### config.mk
export PLATFORM = sky130hd
export DESIGN_NAME = uart_8n1_transceiver_top
export DESIGN_NICKNAME = d
export VERILOG_FILES = /design/src/utrx_pkg.sv /design/src/uart_8n1_transceiver_top.sv
export SDC_FILE = /design/constraint.sdc
export NUM_CORES = 1
export LEC_CHECK = 0
export BUFFER_PORTS_ARGS = -buffer_cell sky130_fd_sc_hd__buf_2
export CAP_MARGIN = 5
export CORE_AREA = 10 10 188 119
export CTS_BUF_LIST = sky130_fd_sc_hd__clkbuf_16
export CTS_CLUSTER_SIZE = 30
export DETAILED_ROUTE_END_ITERATION = 10
export DIE_AREA = 0 0 198 129
export PLACE_DENSITY_LB_ADDON = 0.12
export SETUP_SLACK_MARGIN = 0.2
export SLEW_MARGIN = 20
export SYNTH_ARGS = -nofsm -noshare
export SYNTH_HDL_FRONTEND = slang
export SYNTH_SLANG_ARGS = --single-unit
### constraint.sdc
create_clock -name clk_i -period 5.4 [get_ports clk_i]
set_input_delay 0.81 -clock clk_i [delete_from_list [all_inputs] [get_ports clk_i]]
set_output_delay 0.81 -clock clk_i [all_outputs]
set_load 0.005 [all_outputs]
### src/utrx_pkg.sv
package utrx_pkg;

  // Width of the bit timers; cycles_per_bit bits above it are ignored.
  localparam int unsigned TIMER_W = 16;

  // Widths fixed by the register map and the stream payloads.
  localparam int unsigned CPB_W       = 16;
  localparam int unsigned STOP_W      = 32;
  localparam int unsigned CFG_IDX_W   = 8;
  localparam int unsigned CFG_DATA_W  = 32;
  localparam int unsigned IN_TDATA_W  = 16;
  localparam int unsigned OUT_TDATA_W = 16;

  typedef logic [TIMER_W-1:0]   timer_t;
  typedef logic [CPB_W-1:0]     cpb_t;
  typedef logic [STOP_W-1:0]    stop_cnt_t;
  typedef logic [CFG_IDX_W-1:0] cfg_idx_t;
  typedef logic [3:0]           bit_cnt_t;

  // Register indexes of the configuration port.
  localparam cfg_idx_t CFG_CYCLES_PER_BIT  = cfg_idx_t'(0);
  localparam cfg_idx_t CFG_STOP_WAIT_TICKS = cfg_idx_t'(1);

  // Register reset values.
  localparam cpb_t      CPB_RESET       = cpb_t'(6076);
  localparam stop_cnt_t STOP_WAIT_RESET = '1;

  // Transmit frame: start bit, eight data bits, stop bit.
  localparam bit_cnt_t TX_FRAME_BITS = bit_cnt_t'(10);
  localparam bit_cnt_t RX_DATA_BITS  = bit_cnt_t'(8);

  typedef enum logic [1:0] {
    RX_IDLE,
    RX_START,
    RX_DATA,
    RX_STOP
  } rx_phase_e;

endpackage

### src/uart_8n1_transceiver_top.sv
// Channel   Dir  Handshake                          Payload
// s_axis    in   s_axis_tvalid_i / s_axis_tready_o  one line tick: rx level, send request, byte
// m_axis    out  m_axis_tvalid_o / m_axis_tready_i  one result per tick: tx line, receive report
// cfg       in   cfg_valid_i / cfg_ready_o          register index and write data
//
// Every accepted tick yields exactly one result, which is registered in the output register.
// One tick is taken per cycle; the bound is the single output register, which is drained
// and refilled in the same cycle, so a stall on m_axis holds s_axis off directly.
// Reset clears the transmitter and receiver to idle and loads the register defaults.
// The configuration channel is always ready and takes effect on the next accepted tick.
module uart_8n1_transceiver_top
  import utrx_pkg::*;
(
  input  logic                   clk_i,
  input  logic                   rst_ni,
  input  logic                   s_axis_tvalid_i,
  output logic                   s_axis_tready_o,
  // [0] rx_level, [1] send_valid, [9:2] send_byte, [15:10] zero
  input  logic [IN_TDATA_W-1:0]  s_axis_tdata_i,
  output logic                   m_axis_tvalid_o,
  input  logic                   m_axis_tready_i,
  // [0] tx_level, [1] tx_busy, [2] recv_valid, [10:3] recv_byte, [11] recv_timeout,
  // [15:12] zero
  output logic [OUT_TDATA_W-1:0] m_axis_tdata_o,
  input  logic                   cfg_valid_i,
  output logic                   cfg_ready_o,
  input  logic [CFG_IDX_W-1:0]   cfg_index_i,
  input  logic [CFG_DATA_W-1:0]  cfg_data_i
);

  // Configuration registers.
  cpb_t      cpb_q;
  stop_cnt_t stop_wait_q;

  // Transmitter state.
  logic [8:0] tx_shift_q, tx_shift_d;
  bit_cnt_t   tx_bits_q, tx_bits_d;
  timer_t     tx_tick_q, tx_tick_d;

  // Receiver state.
  rx_phase_e  rx_phase_q, rx_phase_d;
  timer_t     rx_tick_q, rx_tick_d;
  logic [7:0] rx_shift_q, rx_shift_d;
  bit_cnt_t   rx_bits_q, rx_bits_d;
  stop_cnt_t  stop_cnt_q, stop_cnt_d;
  logic       rx_prev_q, rx_prev_d;

  // Output register.
  logic                   out_valid_q, out_valid_d;
  logic [OUT_TDATA_W-1:0] out_data_q, out_data_d;

  // Input fields.
  logic       in_rx;
  logic       in_send;
  logic [7:0] in_byte;
  logic       in_xfer;
  logic       cfg_xfer;

  // Bit times.
  timer_t cpb_m;
  timer_t bit_time;
  timer_t half_time;

  // Result fields.
  logic       tx_level;
  logic       tx_busy;
  logic       recv_valid;
  logic [7:0] recv_byte;
  logic       recv_timeout;

  assign in_rx   = s_axis_tdata_i[0];
  assign in_send = s_axis_tdata_i[1];
  assign in_byte = s_axis_tdata_i[9:2];

  assign s_axis_tready_o = !out_valid_q || m_axis_tready_i;
  assign in_xfer         = s_axis_tvalid_i && s_axis_tready_o;
  assign cfg_ready_o     = 1'b1;
  assign cfg_xfer        = cfg_valid_i;

  assign cpb_m     = timer_t'(cpb_q);
  assign bit_time  = (cpb_m == '0) ? timer_t'(1) : cpb_m;
  assign half_time = cpb_m >> 1;

  // Configuration writes; unknown indexes are dropped.
  always_ff @(posedge clk_i or negedge rst_ni) begin
    if (!rst_ni) begin
      cpb_q       <= CPB_RESET;
      stop_wait_q <= STOP_WAIT_RESET;
    end else if (cfg_xfer) begin
      if (cfg_index_i == CFG_CYCLES_PER_BIT) begin
        cpb_q <= cfg_data_i[CPB_W-1:0];
      end else if (cfg_index_i == CFG_STOP_WAIT_TICKS) begin
        stop_wait_q <= cfg_data_i[STOP_W-1:0];
      end
    end
  end

  // Transmitter: load a frame when idle, drive the line, advance the bit timer.
  always_comb begin
    logic [8:0] shift;
    bit_cnt_t   bits;
    timer_t     tick;
    timer_t     tick_inc;

    shift = tx_shift_q;
    bits  = tx_bits_q;
    tick  = tx_tick_q;
    if (tx_bits_q == '0 && in_send) begin
      shift = {1'b1, in_byte};
      bits  = TX_FRAME_BITS;
      tick  = '0;
    end

    if (bits == '0) begin
      tx_level = 1'b1;
    end else if (bits == TX_FRAME_BITS) begin
      tx_level = 1'b0;
    end else begin
      tx_level = shift[0];
    end
    tx_busy = (bits != '0);

    tick_inc   = tick + timer_t'(1);
    tx_shift_d = shift;
    tx_bits_d  = bits;
    tx_tick_d  = tick;
    if (bits != '0) begin
      if (tick_inc >= bit_time || tick_inc == '0) begin
        tx_tick_d = '0;
        if (bits != TX_FRAME_BITS) begin
          tx_shift_d = {1'b1, shift[8:1]};
        end
        tx_bits_d = bits - bit_cnt_t'(1);
      end else begin
        tx_tick_d = tick_inc;
      end
    end
  end

  // Receiver next state: edge detect, mid-bit sampling, stop level wait.
  always_comb begin
    timer_t rx_tick_inc;

    rx_tick_inc = rx_tick_q + timer_t'(1);
    rx_phase_d  = rx_phase_q;
    rx_tick_d   = rx_tick_q;
    rx_shift_d  = rx_shift_q;
    rx_bits_d   = rx_bits_q;
    stop_cnt_d  = stop_cnt_q;
    rx_prev_d   = in_rx;

    unique case (rx_phase_q)
      RX_IDLE: begin
        if (rx_prev_q && !in_rx) begin
          rx_phase_d = RX_START;
          rx_tick_d  = '0;
          rx_bits_d  = '0;
          rx_shift_d = '0;
        end
      end
      RX_START: begin
        rx_tick_d = rx_tick_inc;
        if (rx_tick_inc >= half_time || rx_tick_inc == '0) begin
          rx_phase_d = RX_DATA;
          rx_tick_d  = '0;
        end
      end
      RX_DATA: begin
        rx_tick_d = rx_tick_inc;
        if (rx_tick_inc >= bit_time || rx_tick_inc == '0) begin
          rx_tick_d  = '0;
          rx_shift_d = {in_rx, rx_shift_q[7:1]};
          rx_bits_d  = rx_bits_q + bit_cnt_t'(1);
          if (rx_bits_d >= RX_DATA_BITS) begin
            rx_phase_d = RX_STOP;
            stop_cnt_d = '0;
          end
        end
      end
      RX_STOP: begin
        if (in_rx) begin
          rx_phase_d = RX_IDLE;
        end else if (stop_cnt_q >= stop_wait_q) begin
          rx_phase_d = RX_IDLE;
        end else begin
          stop_cnt_d = stop_cnt_q + stop_cnt_t'(1);
        end
      end
      default: begin
        rx_phase_d = RX_IDLE;
      end
    endcase
  end

  // Receiver report for this tick.
  always_comb begin
    recv_valid   = 1'b0;
    recv_byte    = '0;
    recv_timeout = 1'b0;
    if (rx_phase_q == RX_STOP) begin
      if (in_rx) begin
        recv_valid = 1'b1;
        recv_byte  = rx_shift_q;
      end else if (stop_cnt_q >= stop_wait_q) begin
        recv_valid   = 1'b1;
        recv_timeout = 1'b1;
      end
    end
  end

  // Output register: filled on an input transfer, emptied on an output transfer.
  always_comb begin
    out_data_d = {4'b0000, recv_timeout, recv_byte, recv_valid, tx_busy, tx_level};
    if (in_xfer) begin
      out_valid_d = 1'b1;
    end else if (m_axis_tready_i) begin
      out_valid_d = 1'b0;
    end else begin
      out_valid_d = out_valid_q;
    end
  end

  // State registers advance once per accepted tick.
  always_ff @(posedge clk_i or negedge rst_ni) begin
    if (!rst_ni) begin
      tx_shift_q  <= '1;
      tx_bits_q   <= '0;
      tx_tick_q   <= '0;
      rx_phase_q  <= RX_IDLE;
      rx_tick_q   <= '0;
      rx_shift_q  <= '0;
      rx_bits_q   <= '0;
      stop_cnt_q  <= '0;
      rx_prev_q   <= 1'b1;
      out_valid_q <= 1'b0;
    end else begin
      out_valid_q <= out_valid_d;
      if (in_xfer) begin
        tx_shift_q <= tx_shift_d;
        tx_bits_q  <= tx_bits_d;
        tx_tick_q  <= tx_tick_d;
        rx_phase_q <= rx_phase_d;
        rx_tick_q  <= rx_tick_d;
        rx_shift_q <= rx_shift_d;
        rx_bits_q  <= rx_bits_d;
        stop_cnt_q <= stop_cnt_d;
        rx_prev_q  <= rx_prev_d;
      end
    end
  end

  // Result payload needs no reset.
  always_ff @(posedge clk_i) begin
    if (in_xfer) begin
      out_data_q <= out_data_d;
    end
  end

  assign m_axis_tvalid_o = out_valid_q;
  assign m_axis_tdata_o  = out_data_q;

endmodule
**Word-level counts from Yosys, hierarchy flattened**

Index checks and enable logic that the tools add are counted.

- Add/subtract/negate cells: 5
- Muxes and demuxes: 38
- Equal/unequal tests: 13
- $lt $le $gt $ge: 5
- Reductions and logical operators: 29
- Bitwise operators: 2

Operator list:

| kind | number |
|---|---|
| 2-to-1 mux 32 bit | 4 |
| 2-to-1 mux 16 bit | 7 |
| one-hot mux 32 bit (2 select lines) | 1 |
| logical NOT 16 bit | 3 |
| one-hot mux 16 bit (3 select lines) | 1 |
| 2-to-1 mux 9 bit | 4 |
| adder 16 x 1 -> 16 bit (second input constant) | 2 |
| adder 32 x 1 -> 32 bit (second input constant) | 1 |
| greater-or-equal comparator 16 bit | 2 |
| greater-or-equal comparator 32 bit | 1 |
| 2-to-1 mux 4 bit | 5 |
| greater-or-equal comparator 16 x 15 -> 1 bit | 1 |
| 2-to-1 mux 8 bit | 2 |
| one-hot mux 8 bit (2 select lines) | 1 |
| 2-to-1 mux 2 bit | 6 |
| inequality test 2 bit (second input constant) | 6 |
| AND reduction 6 bit | 2 |
| equality test 8 x 1 -> 1 bit (second input constant) | 1 |
| logical NOT 4 bit | 2 |
| logical NOT 8 bit | 1 |
| one-hot mux 2 bit (4 select lines) | 1 |
| one-hot mux 4 bit (2 select lines) | 1 |
| AND reduction 3 bit | 2 |
| nonzero test 2 bit | 3 |
| 19 further kinds | 32 |

- Word-level logic and storage cells: 109
- Bits of input ports: 61
- Output and inout port bits: 19
- Register bits: 153

**Longest topological paths before layout**

Gate-level depths: netlist of run 1.

- Depth in word-level cells: 8
- Gate-level depth with buffers: 21
- Depth with buffers taken out: 18

**Worst setup path before layout of run 1**

OpenSTA, ideal clock, no wires.

- Path kind: input-to-reg
- From: in s_axis_tdata_i[1]
- To: reg tx_shift_q[3]
- Stages on the path: 20
- Arrival: 4.536 ns
- Slack: 0.785 ns
- Buffers on the path: 2
- Data required time: 5.321 ns
- Library setup time: 0.079 ns
- Cell sequence: nand2b_1 > or2_2 > clkbuf_1 > and2_1 > ha_1 > nand2_1 > or4_1 > nor2_1 > xnor2_1 > nor2_1 > ha_1 > o21a_1 > o21ai_0 > nor2_1 > nor2_1 > o21a_1 > a211oi_2 > buf_6 > mux2_2 > o21ai_0

- Cells in the longest elaborated chain, start to end: 7
- Elaborated cells between the ends (all ways): 13
- Classes of those cells: 1 x add/sub; 1 x order compare; 1 x eq/ne; 6 x mux; 4 x reduce/logical

Ends and longest elaborated chain:

| item | RTL line | source |
|---|---|---|
| from (decl) | uart_8n1_transceiver_top.sv:19 | `input logic [IN_TDATA_W-1:0] s_axis_tdata_i,` |
| logical AND 1 bit (*) | uart_8n1_transceiver_top.sv:108 | `if (tx_bits_q == '0 && in_send) begin` |
| 2-to-1 mux 16 bit | uart_8n1_transceiver_top.sv:108 |  |
| adder 16 x 1 -> 16 bit | uart_8n1_transceiver_top.sv:123 | `tick_inc = tick + timer_t'(1);` |
| greater-or-equal comparator 16 bit / logical NOT 16 bit (equally long branches) | uart_8n1_transceiver_top.sv:128 | `if (tick_inc >= bit_time \|\| tick_inc == '0) begin` |
| logical OR 1 bit | uart_8n1_transceiver_top.sv:128 |  |
| 2-to-1 mux 9 bit | uart_8n1_transceiver_top.sv:128 |  |
| 2-to-1 mux 9 bit (*) | uart_8n1_transceiver_top.sv:127 | `if (bits != '0) begin` |
| to (signal assigned) | uart_8n1_transceiver_top.sv:239 | `tx_shift_q <= tx_shift_d;` |
| to (decl) | uart_8n1_transceiver_top.sv:36 | `logic [8:0] tx_shift_q, tx_shift_d;` |

Every way passes the cells marked *; elsewhere a longest branch is shown, timed or not.
A chain may end at the register's enable or synchronous reset.

**Final worst setup path of run 1**

- From: reg tx_bits_q[0]
- To: reg tx_shift_q[1]

- Cells in the longest elaborated chain, start to end: 8
- Elaborated cells between the ends (all ways): 14
- Classes of those cells: 1 x add/sub; 1 x order compare; 1 x eq/ne; 6 x mux; 5 x reduce/logical

Ends and longest elaborated chain:

| item | RTL line | source |
|---|---|---|
| from (decl) | uart_8n1_transceiver_top.sv:37 | `bit_cnt_t tx_bits_q, tx_bits_d;` |
| from (signal assigned) | uart_8n1_transceiver_top.sv:240 | `tx_bits_q <= tx_bits_d;` |
| logical NOT 4 bit | uart_8n1_transceiver_top.sv:108 |  |
| logical AND 1 bit | uart_8n1_transceiver_top.sv:108 |  |
| 2-to-1 mux 16 bit | uart_8n1_transceiver_top.sv:108 |  |
| adder 16 x 1 -> 16 bit | uart_8n1_transceiver_top.sv:123 |  |
| greater-or-equal comparator 16 bit / logical NOT 16 bit (equally long branches) | uart_8n1_transceiver_top.sv:128 |  |
| logical OR 1 bit | uart_8n1_transceiver_top.sv:128 |  |
| 2-to-1 mux 9 bit | uart_8n1_transceiver_top.sv:128 |  |
| 2-to-1 mux 9 bit (*) | uart_8n1_transceiver_top.sv:127 |  |

Marked as above.

==> impl_metrics.yaml, run 1 <==
timing:
  tightest_slew_ps: 1220
  fin_crit_sh_pct: 89.2
  rsz0062_at_grt: "false"
  hold_viol: 0
  timing.setup.tns_ps: 0
  final_max_slew_viol_count: 0
  finClkSkew_ps: 10.9
  fin_crit_ps: 4820
  max_freq_mhz: 208
  setup_viol: 0
  slew_headroom_pct: 17.4
cts:
  cts_buffer_depth: 2
  ctsHoldBuffers: 0
  cts_root_buffer: "clkbuf_16"
  clk_pin_slew_ps: 70
  clock-sinks: 153
  clk-insertion-delay-late_ps: 430
  cts_buffers: 17
  cts_tree: "done"
  h-tree-depth: 4
logic_synthesis:
  syn_inst: 1042
  syn_area_um2: 9890
  synth_edf_count: 12
  synthTopCellsByArea: "dfrtp_1 (23%), dfstp_2 (14%), ha_1 (12%)"
  syn-mean-instance-area_um2: 9.49
  seq_area_frac_synth_pct: 40.0
  yosys.area.top_type_share_pct: 22.8
  synth_flop_cell: "dfrtp_1"
  ys_async_sr_fraction_pct: 92.2
  synth-seq-cells: 153
  yosys_warnings: 0
  yosys.area.top_type: "dfrtp_1"
  synth_cell_types: 74
status:
  status: "complete, no violations"
critical_path:
  rrSetupSlack_ps: 580
  max_stage_delay_ps: 520
  path_cells: "or3_1 > or2_2 > and2_1 > ha_1 > buf_4 > and2_1 > nand2_1 > xor2_1 > nor2_1 > ha_1 > o2111ai_1 > nor4_1 > a211oi_2 > o21a_1 > a211oi_4 > buf_12 > mux2_2 > o21ai_0"
  cpMaxStageDelayCell: "or3_1"
  r2r-start: "tx_bits_q[0]$_DFFE_PN0P_"
  path_class: "reg -> reg"
  r2r_cells: 18
  critPathLaunchType: "flip-flop"
  worst_ep_required_time_ps: 5750
  cp_max_fo: 11
  cp-end-kind: "flip-flop"
  path_buf_inv: 2
  cp.arrival_ps: 5160
  r2r-end: "tx_shift_q[1]$_DFFE_PN1P_"
  crit_start: "tx_bits_q[0]$_DFFE_PN0P_"
  crit_family: "simple AND/OR/NAND/NOR gates"
drt:
  vias: 7959
  drtAntennaViolNets: 0
  drt-total-wl_mm: 24.5
  drtPass1Iterations: 5
  dr.first_iter.drc_count: 733
  wire_per_inst_um: 18.0
  remaining_drc_errors: 0
  avgViaCountPerCell: 5.86
die:
  coreArea_um2: 18800
  ioPinCount: 80
  dieArea_um2: 25500
  start_util_pct: 52.5
  die_y_um: 129
  num_rows: 39
  die_w_um: 198
power:
  power_density_nw_per_um2: 352
  p_leak_nw: 5.17
  vdd_drop_max_v: 0.000221
final_layout:
  syn2layout_area_growth_pct: 12.2
  num_antenna_cells: 0
  ff_latch_area_um2: 3950
  layout.nets: 1252
  layout-drive-gt1-share_pct: 19.9
  multiInputGateArea_um2: 5410
  fill_cells: 1645
  postLayoutCoreUtil_pct: 58.9
place:
  io_buffers: 68
  place_hpwl_mm: 18.3
  gp_congestion: 0.874
grt:
  grt_pass1_wl_mm: 40.2
  grt_overflow: 0
  antenna_found_initial: 0
  grt_use_total_pct: 19.7
  grt_start_max_net_pins: 60
  grt_pass1_vias: 7612
min_path:
  hp-class: "in -> async"
run:
  max-cap-violations: 0
==> power breakdown <==
group	switching, mW	leakage (nW)	internal [mW]
registers	0.157	1.85	1.36
logic	0.705	3.01	0.445
clock network	0.478	0.312	0.759
total	1.34	5.17	2.56
==> metal layers <==
layer,vias up,share of wire [%],GRT usage (%)
met5,-,0,0
met1,3804,54,30.8
met3,21,6.8,5.70
li1,3943,-,-
met4,0,0.89,4.59
met2,191,38,25.2
==> cells in the mapped netlist (4+ instances only) <==
library cell and instances:
a22o_1 18, a211oi_1 15, buf_2 8, and4_1 5, a2111oi_0 4, ha_1 91
a21o_1 9, or4_1 20, or2_2 5, nand2_1 106, nand2b_1 11, edfxtp_1 12
o21ai_0 73, mux2i_1 11, o22ai_1 7, inv_1 85, nor4_1 18, o31ai_1 27
and2_1 7, dfrtp_1 90, o21a_1 6, and3_1 12, nor3_1 19, xor2_1 10
nor4b_1 6, xnor2_1 16, nand4_1 19, dfstp_2 51, buf_4 9, or3_1 16
a31oi_1 4, clkbuf_1 30, o41ai_1 6, a21oi_1 46, nor2_1 46, nand3_1 27
mux2_2 39
==> timing repair <==
| action | in CTS | in global routing |
|---|---|---|
| buffers inserted | 0 | 2 |
| resized for setup | 0 | 2 |
| endpoints found under the setup margin | 0 | 9 |
==> layout by cell type, fill, tap and decap left out, types with 12 or more instances in the layout <==
cell,count
a22o_1,18
buf_2,67
nor4_1,18
o31ai_1,27
a211oi_1,14
nand3_1,26
a21oi_1,46
nor2_1,45
ha_1,91
and3_1,12
or3_1,16
o21ai_0,73
clkbuf_16,17
mux2_2,39
nand4_1,19
dfstp_2,51
or4_1,20
xnor2_1,16
edfxtp_1,12
inv_1,90
dfrtp_1,90
buf_4,18
nor3_1,19
nand2_1,106
==> stage by stage <==
| step | setup slack, ps | instances | instance area, um^2 | hold WS (ps) | total power [mW] |
|---|---|---|---|---|---|
| after CTS | 300 | 1357 | 11000 | 360 | 3.90 |
| after detailed placement | 277 | 1325 | 10500 | 455 | 2.64 |
| after global placement | 454 | 1325 | 10500 | 448 | 2.62 |
| after global routing | 220 | 1359 | 11100 | 376 | 4.15 |
| after floorplan | 785 | 1045 | 9900 | 439 | 2.30 |
| final | 584 | 1359 | 11100 | 351 | 3.90 |
==> sequential cells by signal, indices dropped and copies added (netlist names), 2 cells and up <==
signal,count
cpb_m,16
m_axis_tdata_o,12
rx_bits_q,4
rx_phase_q,2
rx_shift_q,8
rx_tick_q,16
stop_cnt_q,32
stop_wait_q,32
tx_bits_q,4
tx_shift_q,9
tx_tick_q,16
==> final cells by class <==
type | instances | area share, %
inverter | 86 | 2.91
timing repair buffer | 87 | 4.53
clock inverter | 15 | 1.53
tap | 246 | 2.78
clock buffer | 17 | 3.84
sequential | 153 | 35.7
multi-input combinational | 755 | 48.8
==> cell families after synthesis <==
family | Yosys count | share of synthesized area [%]
simple gates | 330 | 17.6
compound gates | 253 | 17.2
flops | 153 | 40.0
buf+inv | 137 | 5.73
fa+ha+maj | 91 | 11.5
mux | 50 | 5.56
xor+xnor | 26 | 2.30
other cells | 2 | 0.0760
==> worst reg2reg max path, cell delays in order (launching register included) <==
cell	delay, ps
dfrtp_1	420
or3_1	520
or2_2	400
and2_1	220
ha_1	200
buf_4	160
and2_1	180
nand2_1	80
xor2_1	210
nor2_1	70
ha_1	290
o2111ai_1	120
nor4_1	450
a211oi_2	180
o21a_1	280
a211oi_4	290
buf_12	160
mux2_2	330
o21ai_0	160
==> worst max path at each step <==
stage / to / slack, ps / cells after the start
final: tx_shift_q[1]$_DFFE_PN1P_ / 580 / 18
after global placement: tx_shift_q[4]$_DFFE_PN1P_ / 450 / 18
after global routing: tx_shift_q[3]$_DFFE_PN1P_ / 220 / 17
after floorplan: tx_shift_q[3]$_DFFE_PN1P_ / 780 / 20
after CTS: tx_shift_q[1]$_DFFE_PN1P_ / 300 / 17
after detailed placement: tx_shift_q[1]$_DFFE_PN1P_ / 280 / 16
Note: power is estimated with default switching activity, not from simulation.
==> run 2, diff against run 1 <==
- CORE_AREA: 10 10 188 119 -> 10 10 232 146
- DIE_AREA: 0 0 198 129 -> 0 0 242 156
- REMOVE_ABC_BUFFERS: unset -> 1
==> impl_metrics.yaml, run 2 (synthesized netlist as in run 1, its figures left out) <==
drt:
  drtAntennaViolNets: 0
  wire_per_inst_um: 17.7
  vias: 7900
  remaining_drc_errors: 0
  drtPass1Iterations: 5
  drt-total-wl_mm: 27.0
  dr.first_iter.drc_count: 658
  avgViaCountPerCell: 5.18
die:
  coreArea_um2: 29600
  ioPinCount: 80
  num_rows: 49
  die_y_um: 156
  dieArea_um2: 37800
  die_w_um: 242
  start_util_pct: 33.5
final_layout:
  mostFrequentLayoutCells: "nand2_1 (106), ha_1 (91), dfrtp_1 (90), inv_1 (85), o21ai_0 (73)"
  multiInputGateArea_um2: 5410
  ff_latch_area_um2: 3950
  final_cells: 1526
  fill_cells: 3017
  layout.nets: 1257
  layout-drive-gt1-share_pct: 21.0
  syn2layout_area_growth_pct: 14.6
  num_antenna_cells: 0
  layout_commonest_cell: "nand2_1"
  top_regs: "stop_cnt_q (32), stop_wait_q (32)"
grt:
  grt_start_max_net_pins: 58
  antenna_found_initial: 0
  grt_pass1_wl_mm: 43.4
  grt_overflow: 0
  grt_use_total_pct: 14.5
  grt_pass1_vias: 7361
status:
  status: "complete, no violations"
timing:
  rsz0062_at_grt: "false"
  max_freq_mhz: 207
  fin_crit_sh_pct: 89.6
  tightest_slew_ps: 967
  finClkSkew_ps: 17.3
  hold_viol: 0
  fin_crit_ps: 4840
  slew_headroom_pct: 35.5
  setup_ws_ps: 563
  final_max_slew_viol_count: 0
  timing.setup.tns_ps: 0
  setup_viol: 0
  whs_ps: 304
critical_path:
  critPathLaunchType: "flip-flop"
  cp-end-kind: "flip-flop"
  worst_ep_required_time_ps: 5770
  path_class: "reg -> reg"
  cp_max_fo: 12
  cp.arrival_ps: 5210
cts:
  clk-insertion-delay-late_ps: 460
  h-tree-depth: 4
  postCtsSetupBuffers: 0
  ctsHoldBuffers: 0
  clk_pin_slew_ps: 70
  cts_root_buffer: "clkbuf_16"
  clock-sinks: 153
  cts_buffer_depth: 2
  cts_tree: "done"
  cts_buffers: 17
power:
  p_leak_nw: 5.18
  power.total_mw: 3.96
  power_density_nw_per_um2: 350
  vdd_drop_max_v: 0.000207
min_path:
  hp-class: "in -> async"
place:
  gp_congestion: 0.829
  io_buffers: 68
  placedCellCount: 1494
  detailedPlace.worstSlack_ps: 358
  place_hpwl_mm: 20.2
run:
  max-cap-violations: 0
run 2: changes by cell type in the layout (fill, tap and decap cells not counted), sizes merged:
| cell | previous run | this run |
|---|---|---|
| inv | 91 | 98 |
| buf | 87 | 92 |
| clkinv | 6 | 2 |
| bufinv | 4 | 1 |
run 2: where the power goes:
part / leakage [nW] / internal (mW) / switching, mW / total (mW)
combinational: 3.03 / 0.469 / 0.727 / 1.20
clock: 0.297 / 0.665 / 0.592 / 1.26
sequential: 1.85 / 1.35 / 0.153 / 1.51
run 2: area by class of cell:
type                    instances  area share, %
clock buffers                  17           3.75
multi-input cells             755           47.7
well taps                     408           4.51
inverters                      86           2.85
clock inverters                15           1.50
repair buffers                 92           4.76
flip-flops and latches        153           34.9
run 2: through the flow:
step | util [%] | area (um^2)
6_report | 38.3 | 11300
3_3_place_gp | 36.3 | 10700
2_1_floorplan | - | 9650
5_1_grt | 38.3 | 11300
3_5_place_dp | 36.3 | 10700
4_1_cts | 38.3 | 11300
run 2: final timing paths:
check | to | slack (ps) | cells after the start | start
setup / recovery | tx_shift_q[6]$_DFFE_PN1P_ | 560 | 16 | tx_bits_q[0]$_DFFE_PN0P_
hold / removal | m_axis_tvalid_o$_DFFE_PN0P_ | 300 | 1 | rst_ni
setup reg to reg | tx_shift_q[6]$_DFFE_PN1P_ | 560 | 16 | tx_bits_q[0]$_DFFE_PN0P_
hold reg to reg | rx_prev_q$_DFFE_PN1P_ | 460 | 2 | rx_prev_q$_DFFE_PN1P_
max in group asynchronous | stop_cnt_q[5]$_DFFE_PN0P_ | 3890 | 2 | rst_ni
min in group clk_i | rx_prev_q$_DFFE_PN1P_ | 460 | 2 | rx_prev_q$_DFFE_PN1P_
run 2: repair_timing:
| action | 4_1_cts | 5_1_grt |
|---|---|---|
| gates resized for setup | 0 | 2 |
| endpoints found under the setup margin | 0 | 8 |
| endpoints found under the hold margin | 0 | 0 |
run 2: critical path: stages, from the launching register on:
cell,delay (ps)
dfrtp_1,420
or3_1,400
or2_2,380
and2_1,200
ha_1,250
nand2_1,170
nor2_1,110
a2111oi_0,410
buf_4,200
ha_1,140
o2111ai_1,110
nor4_1,420
a211oi_2,190
o21a_1,250
a211oi_4,540
mux2_2,400
o21ai_0,170
run 2: metal layers:
metal  up-vias  track usage, %  wire [um]
met5         -               0          0
met4         0            4.12        230
met3        13            3.25       1240
met2       168            17.3       9660
met1      3753            24.0      15900
li1       3966               -          -
==> run 3, diff against run 2 <==
- CORE_AREA: 10 10 232 146 -> 10 10 214 135
- DIE_AREA: 0 0 242 156 -> 0 0 224 145
==> impl_metrics.yaml, run 3 (synthesized netlist as in run 1, its figures left out) <==
timing:
  slew_headroom_pct: 30.0
  max_freq_mhz: 209
  fin_crit_ps: 4790
  rsz0062_at_grt: "false"
  hold_viol: 0
  final_max_slew_viol_count: 0
  fin_crit_sh_pct: 88.8
  finClkSkew_ps: 13.0
  timing.setup.tns_ps: 0
  setup_viol: 0
  tightest_slew_ps: 1050
critical_path:
  cpMaxStageDelayCell: "or3_4"
  max_stage_delay_ps: 460
  r2r-end: "tx_tick_q[3]$_DFFE_PN0P_"
  cp_max_fo: 15
  critPathMostFrequentCell: "buf_4"
  r2r-start: "tx_bits_q[0]$_DFFE_PN0P_"
  worst_ep_required_time_ps: 5720
  crit_end: "tx_tick_q[3]$_DFFE_PN0P_"
  crit_start: "tx_bits_q[0]$_DFFE_PN0P_"
  cp-end-kind: "flip-flop"
  path_class: "reg -> reg"
  rrSetupSlack_ps: 610
  r2r_cells: 18
  cp.arrival_ps: 5110
  critPathLaunchType: "flip-flop"
  path_cells: "or3_4 > or2_2 > and2_1 > ha_1 > nand2_1 > nor2_1 > a2111oi_1 > buf_4 > ha_1 > a21o_1 > a21oi_1 > o22ai_1 > a211oi_2 > o21a_1 > buf_4 > nand2_1 > buf_4 > o41ai_1"
die:
  coreArea_um2: 24900
  num_rows: 45
  die_w_um: 224
  dieArea_um2: 32500
  die_y_um: 145
  ioPinCount: 80
  start_util_pct: 39.6
cts:
  clock-sinks: 153
  cts_buffer_depth: 2
  h-tree-depth: 4
  clk-insertion-delay-late_ps: 440
  cts_root_buffer: "clkbuf_16"
  clk_pin_slew_ps: 60
  cts_tree: "done"
  cts_buffers: 17
  ctsHoldBuffers: 0
power:
  power.total_mw: 3.96
  power_density_nw_per_um2: 352
  vdd_drop_max_v: 0.000207
  p_leak_nw: 5.18
drt:
  drt-total-wl_mm: 26.6
  drtAntennaViolNets: 0
  vias: 8088
  drtPass1Iterations: 5
  wire_per_inst_um: 18.4
  dr.first_iter.drc_count: 596
  avgViaCountPerCell: 5.59
  remaining_drc_errors: 0
grt:
  grt_pass1_wl_mm: 43.6
  grt_use_total_pct: 16.6
  antenna_found_initial: 0
  grt_overflow: 0
  grt_start_max_net_pins: 76
  grt_pass1_vias: 7720
final_layout:
  layout-drive-gt1-share_pct: 20.8
  syn2layout_area_growth_pct: 13.7
  mostFrequentLayoutCells: "nand2_1 (106), ha_1 (91), dfrtp_1 (90), inv_1 (89), o21ai_0 (73)"
  num_antenna_cells: 0
  top_regs: "stop_cnt_q (32), stop_wait_q (32)"
  layout.nets: 1258
  layout_commonest_cell: "nand2_1"
place:
  gp_congestion: 0.872
  place_hpwl_mm: 19.7
  io_buffers: 68
run:
  max-cap-violations: 0
status:
  status: "complete, no violations"
min_path:
  hp-class: "in -> async"
[run 3: changes by cell type in the layout (fill, tap and decap cells not counted), moves of 2 or more]
cell        change
clkinv_2        +2
inv_8           -7
inv_6           -4
clkinvlp_4      +4
inv_1           +4
bufinv_16       +2
[run 3: worst min-delay path by stage]
| stage | start | to | slack (ps) | depth (start not counted) |
|---|---|---|---|---|
| after detailed placement | rx_prev_q$_DFFE_PN1P_ | rx_prev_q$_DFFE_PN1P_ | 450 | 2 |
| after CTS | rst_ni | stop_cnt_q[31]$_DFFE_PN0P_ | 440 | 1 |
| final | rst_ni | stop_cnt_q[31]$_DFFE_PN0P_ | 420 | 1 |
| after global routing | rst_ni | stop_cnt_q[31]$_DFFE_PN0P_ | 460 | 1 |
| after floorplan | rx_prev_q$_DFFE_PN1P_ | rx_prev_q$_DFFE_PN1P_ | 440 | 2 |
| after global placement | rx_prev_q$_DFFE_PN1P_ | rx_prev_q$_DFFE_PN1P_ | 450 | 2 |
[run 3: cell type report]
| type | instances | area, um^2 |
|---|---|---|
| multi-input cells | 755 | 5420 |
| fillers | 2474 | 13700 |
| well taps | 329 | 412 |
| clock buffers | 17 | 425 |
| clock inverters | 15 | 163 |
| repair buffers | 93 | 547 |
| inverters | 86 | 323 |
| flip-flops and latches | 153 | 3950 |
[run 3: metal layers]
metal  vias up  track usage, %  wire [um]
li1       3946               -          -
met1      3914            27.6      15100
met4         0            3.96        270
met3        20            3.82       1630
met2       208            19.8       9650
met5         -               0          0
[run 3: worst max-delay path, delay by kind of cell, from the launching register on]
| kind | cells | cell delay (ps) |
|---|---|---|
| AO/OA/AOI/OAI | 7 | 1750 |
| adder cells (fa/ha/maj) | 2 | 460 |
| buffers and inverters | 3 | 570 |
| flip-flops | 1 | 430 |
| AND/OR/NAND/NOR | 6 | 1440 |
[run 3: what timing repair did]
| item | 4_1_cts | 5_1_grt |
|---|---|---|
| hold endpoints to repair | 0 | 0 |
| buffers inserted | 0 | 3 |
| setup endpoints to repair | 0 | 26 |
| gates resized for setup | 0 | 4 |
[run 3: stage by stage]
stage	setup WS (ps)	cell area, um^2	instances	util [%]	hold WS (ps)
3_3_place_gp	368	10600	1413	42.5	448
2_1_floorplan	742	9650	994	-	439
5_1_grt	249	11200	1448	45.1	458
4_1_cts	273	11200	1445	44.8	439
6_report	607	11200	1448	45.1	424
3_5_place_dp	342	10600	1413	42.5	452
[run 3: where the power goes]
| part | internal [mW] | total (mW) | switching (mW) |
|---|---|---|---|
| logic | 0.468 | 1.21 | 0.738 |
| clock network | 0.720 | 1.23 | 0.512 |
| registers | 1.36 | 1.52 | 0.162 |
| total | 2.54 | 3.96 | 1.41 |
